--- config.mk ---
export PLATFORM = sky130hd
export DESIGN_NAME = bbc_ctrl
export DESIGN_NICKNAME = d
export VERILOG_FILES = /design/src/rtl/core/bbc_pkg.sv /design/src/rtl/core/bbc_ctrl.sv
export SDC_FILE = /design/constraint.sdc
export NUM_CORES = 1
export LEC_CHECK = 0
export BUFFER_PORTS_ARGS = -buffer_cell sky130_fd_sc_hd__buf_2
export CAP_MARGIN = 20
export CORE_AREA = 2 2 39 41
export DETAILED_ROUTE_END_ITERATION = 7
export DIE_AREA = 0 0 41 43
export GPL_TIMING_DRIVEN = 0
export SYNTH_ARGS = -nofsm -noshare
export SYNTH_HDL_FRONTEND = slang
export SYNTH_SLANG_ARGS = --single-unit
--- constraint.sdc ---
create_clock -name clk -period 2.2 [get_ports clk]
set_input_delay 0.22 -clock clk [delete_from_list [all_inputs] [get_ports clk]]
set_output_delay 0.22 -clock clk [all_outputs]
set_load 0.02 [all_outputs]
--- src/rtl/core/bbc_pkg.sv ---
// package for the bilevel bitmap compose block
// types, sizes and codes shared by bbc_if, bbc_ctrl, bbc_dp and the top level; no dependencies
`default_nettype none
package bbc_pkg;
  localparam int DST_MAX_DIM = 512;
  localparam int SRC_MAX_DIM = 256;
  localparam int DST_DEPTH = ((DST_MAX_DIM + 7) / 8) * DST_MAX_DIM;
  localparam int SRC_DEPTH = ((SRC_MAX_DIM + 7) / 8) * SRC_MAX_DIM;
  localparam int DA_W = $clog2(DST_DEPTH);
  localparam int SA_W = $clog2(SRC_DEPTH);

  typedef enum logic [1:0] {
    FUNC_WR_DST = 2'd0, FUNC_WR_SRC = 2'd1, FUNC_COMPOSE = 2'd2, FUNC_RD_DST = 2'd3
  } func_t;

  typedef enum logic [2:0] {
    OP_OR = 3'd0, OP_AND = 3'd1, OP_XOR = 3'd2, OP_XNOR = 3'd3, OP_REPLACE = 3'd4
  } op_t;

  localparam logic [1:0] REG_DST_W = 2'd0;
  localparam logic [1:0] REG_DST_H = 2'd1;
  localparam logic [1:0] REG_SRC_W = 2'd2;
  localparam logic [1:0] REG_SRC_H = 2'd3;

  typedef enum logic [2:0] {
    ST_IDLE, ST_BYTE, ST_SETUP, ST_READ, ST_WAIT, ST_MERGE, ST_RESULT
  } state_t;

  // controller to datapath
  typedef struct packed {
    logic take_item;
    logic do_byte;
    logic setup;
    logic issue_read;
    logic merge;
    logic step;
    logic load_result;
  } cmd_t;

  // datapath to controller
  typedef struct packed {
    logic empty;
    logic last;
  } stat_t;

  function automatic logic combine(input logic [2:0] op, input logic s, input logic d);
    case (op)
      OP_OR:      combine = s | d;
      OP_AND:     combine = s & d;
      OP_XOR:     combine = s ^ d;
      OP_XNOR:    combine = ~(s ^ d);
      OP_REPLACE: combine = s;
      default:    combine = d;
    endcase
  endfunction
endpackage
`default_nettype wire

--- src/rtl/core/bbc_ctrl.sv ---
// controller state machine for the compose block
// uses bbc_pkg; drives the datapath by cmd_t, reads stat_t
`default_nettype none
module bbc_ctrl (
  input  wire logic clk,
  input  wire logic rst,
  input  wire logic in_valid,
  input  wire logic [1:0] in_func,
  output logic in_ready,
  output logic out_valid,
  input  wire logic out_ready,
  input  wire bbc_pkg::stat_t stat,
  output bbc_pkg::cmd_t cmd
);
  import bbc_pkg::*;
  state_t state, state_next;
  logic ovalid;

  // next state
  always_comb begin
    state_next = state;
    unique case (state)
      ST_IDLE: if (in_valid && (!ovalid || out_ready))
        state_next = (in_func == FUNC_COMPOSE) ? ST_SETUP : ST_BYTE;
      ST_BYTE: state_next = ST_RESULT;
      ST_SETUP: state_next = stat.empty ? ST_RESULT : ST_READ;
      ST_READ: state_next = ST_WAIT;
      ST_WAIT: state_next = ST_MERGE;
      ST_MERGE: state_next = stat.last ? ST_RESULT : ST_READ;
      ST_RESULT: if (!ovalid || out_ready) state_next = ST_IDLE;
      default: state_next = ST_IDLE;
    endcase
  end

  // outputs
  always_comb begin
    cmd = '0;
    in_ready = 1'b0;
    unique case (state)
      ST_IDLE: begin
        in_ready = !ovalid || out_ready;
        cmd.take_item = in_valid && in_ready;
      end
      ST_BYTE: cmd.do_byte = 1'b1;
      ST_SETUP: cmd.setup = 1'b1;
      ST_READ: cmd.issue_read = 1'b1;
      ST_MERGE: begin
        cmd.merge = 1'b1;
        cmd.step = 1'b1;
      end
      ST_RESULT: cmd.load_result = !ovalid || out_ready;
      default: ;
    endcase
  end

  // state and output valid
  always_ff @(posedge clk) begin
    if (rst) begin
      state <= ST_IDLE;
      ovalid <= 1'b0;
    end else begin
      state <= state_next;
      if (cmd.load_result) ovalid <= 1'b1;
      else if (out_ready) ovalid <= 1'b0;
    end
  end
  assign out_valid = ovalid;
endmodule
`default_nettype wire

==> key figures <==
Outcome
  – Status: finished, final reports clean

Die
  – Row count: 14
  – I/O pin cnt: 17
  – Area of the core: 1380 µm²
  – Starting Density: 0.227
  – Die Wd: 41 µm
  – Die Y: 43 µm
  – Die ar.: 1760 µm²

Pwr
  – Pwr Total: 596 µW
  – Clock power share: 0.143
  – Leak: 0.225 nW
  – Max IR drop VDD: 451 µV
  – Pint: 318 µW
  – Logic pwr share: 0.634
  – Flop pwr share: 0.222
  – PD cells: 1370 nW/µm²
  – Sw frac: 0.466
  – NetSw: 278 µW

Worst hold path
  – Hold path endpoint: state[1]$_SDFFE_PP0P_
  – Hold Crit Depth: 2
  – Hold Crit Class: in -> reg
  – Hold path start: rst

Layout
  – Share of cells above drive strength 1: 0.500
  – Area Growth Syn to Fin: 39.0%
  – Fin area: 437 µm²
  – Final non-filler cell total: 72
  – NumNets Final: 66
  – Commonest non-fill, non-tap cells in the layout: buf_2, dfxtp_1
  – Fillers: 154
  – Most common cell after layout, fill and taps aside: buf_2
  – Ant. Diodes: 0

Clock tree
  – Total setup buffers inserted after CTS: 0
  – Clock Path Buffers: 2
  – CTS Buf Count: 3
  – Worst skew pair latency: 230 ps
  – Clk sinks: 4
  – CTS tree: done
  – Reg clk slew, reported paths: 30 ps
  – Hold Buf Count CTS: 0
  – Htree depth: 1
  – Resized cells post-CTS: 0
  – Clock Tree Root: clkbuf_4

Drt
  – Wirelength per Cell: 9.08 µm
  – Vias/cell: 4.46
  – DR vias: 321
  – Drt initial violations: 1
  – WL final: 654 µm
  – DRT antenna net count: 0
  – Drc violations: 0
  – Pre-antenna DRT Iters: 3

Worst setup path
  – Crit path kind: reg -> out
  – Crit-path slowest cell: dfxtp_1
  – Worst r2r dst: state[0]$_SDFFE_PP0P_
  – Cell chain of the critical path: buf_2 > nand2b_1 > nor2_1 > buf_4 > buf_2
  – R2r startpoint: out_valid$_SDFFE_PP0P_
  – R2R cell count: 3
  – Most used cell along the critical path: buf_2
  – Startpoint types: flip-flop
  – Worst EP required: 1980 ps
  – Setup crit end kind: output pin
  – CP max stage delay: 290 ps
  – CP Max Fanout: 10
  – Crit path arrival time: 1290 ps
  – R2R setup slack: 1060 ps

Placed design
  – Port-buffer cells: 16
  – GP Congestion: 0.740
  – Hpwl dp: 568 µm
  – Placed cells: 69
  – DP Area: 414 µm²

STA
  – Final Hold Viols: 0
  – Min Tclk post-route: 1510 ps
  – Fmax achieved: 664 MHz
  – Relative slew slack: 0.715
  – Final setup fails: 0
  – Worst-margin pin slew: 427 ps
  – RSZ-0062 raised after global routing: no
  – Fin crit share: 0.685
  – Fin Clk Skew: 1.25 ps
  – Pins Over Slew Limit: 0
  – Setup TNS: 0 ps

Yosys
  – Cells taking the most area after synthesis: dfxtp_1, nand2b_4, nor2b_1
  – Post-Syn Instances: 37
  – Post-synth top area cell: dfxtp_1
  – Net Count, Synth: 45
  – Distinct cell type count after synthesis: 23
  – YS warnings: 0
  – Seq cells post-synth: 4
  – Mapped cell area: 314 µm²
  – Synth top area share: 0.255
  – Register area share after synthesis: 0.255
  – Mean area per synthesized cell: 8.49 µm²

Flow run
  – Max-Cap Viols: 0

Global route
  – Initial antenna violation count: 0
  – Largest net degree at the start of global routing: 11
  – First-pass GRT wire length: 1040 µm
  – GR Overflow Total: 0
  – Vias in the first global route: 283
  – Total GRT Usage: 0.0872
-- routing by layer --
metal	vias to the layer above	part of all wire	routed length, µm	global-route usage
li1	171	-	-	-
met1	143	0.42	274	0.0990
met3	0	0.067	44	0.0314
met5	-	0	0	0
met4	0	0	0	0.0600
met2	7	0.51	335	0.128
-- power groups by stage --
stage               registers, mW  logic, mW  clock network, mW
detailed placement          0.134      0.381                  0
finish                      0.133      0.378             0.0854
global route                0.139      0.408             0.0964
floorplan                   0.129      0.289                  0
CTS                         0.132      0.382             0.0906
global placement            0.133      0.377                  0
-- worst max path at each step --
stage	startpoint	end	cells after the start	slack, ps
2_1_floorplan	out_valid$_SDFFE_PP0P_	in_ready	2	750
3_3_place_gp	state[1]$_SDFFE_PP0P_	cmd[2]	5	940
3_5_place_dp	state[1]$_SDFFE_PP0P_	cmd[2]	5	930
4_1_cts	state[1]$_SDFFE_PP0P_	cmd[2]	5	680
5_1_grt	state[1]$_SDFFE_PP0P_	cmd[2]	5	610
6_report	state[1]$_SDFFE_PP0P_	cmd[2]	5	690
-- synth_stat cells (all sizes together) --
| cell | count |
|---|---|
| a2111oi | 2 |
| a21oi | 3 |
| a2bb2oi | 1 |
| a41oi | 1 |
| and3 | 1 |
| and4b | 1 |
| buf | 3 |
| dfxtp | 4 |
| inv | 3 |
| nand2 | 4 |
| nand2b | 3 |
| nand3b | 1 |
| nand4 | 1 |
| nor2 | 4 |
| nor2b | 3 |
| nor4 | 1 |
| o21ai | 1 |
-- area by class of cell --
cell class	instances	area, µm²	area share
tap	16	20.0	0.0458
inverter	3	11.3	0.0258
timing repair buffer	16	80.1	0.183
clock buffer	3	22.5	0.0516
buffer	3	23.8	0.0544
sequential	4	80.1	0.183
multi-input combinational	27	199	0.456
-- cell families after synthesis --
group                  count (synthesis)  share of synthesized area
AOI/OAI and AO/OA                      8                      0.223
buffers and inverters                  6                      0.112
DFF                                    4                      0.255
and+or+nand+nor                       19                      0.410
-- per-stage QoR --
stage	hold slack, ps	util	worst slack [ps]
2_1_floorplan	283	-	752
3_3_place_gp	458	0.299	941
3_5_place_dp	449	0.299	928
4_1_cts	206	0.316	677
5_1_grt	220	0.316	605
6_report	209	0.316	693
-- flip-flops by register name (all words and copies together), names as in the netlist --
signal / count
out_valid: 1
state: 3
-- critical path: cells and delay by family, from the launching register on --
kind | cells | cell delay (ps)
buf+inv | 3 | 430
simple gates | 2 | 330
flops | 1 | 290
No activity file was read; power rests on OpenSTA's default activity.
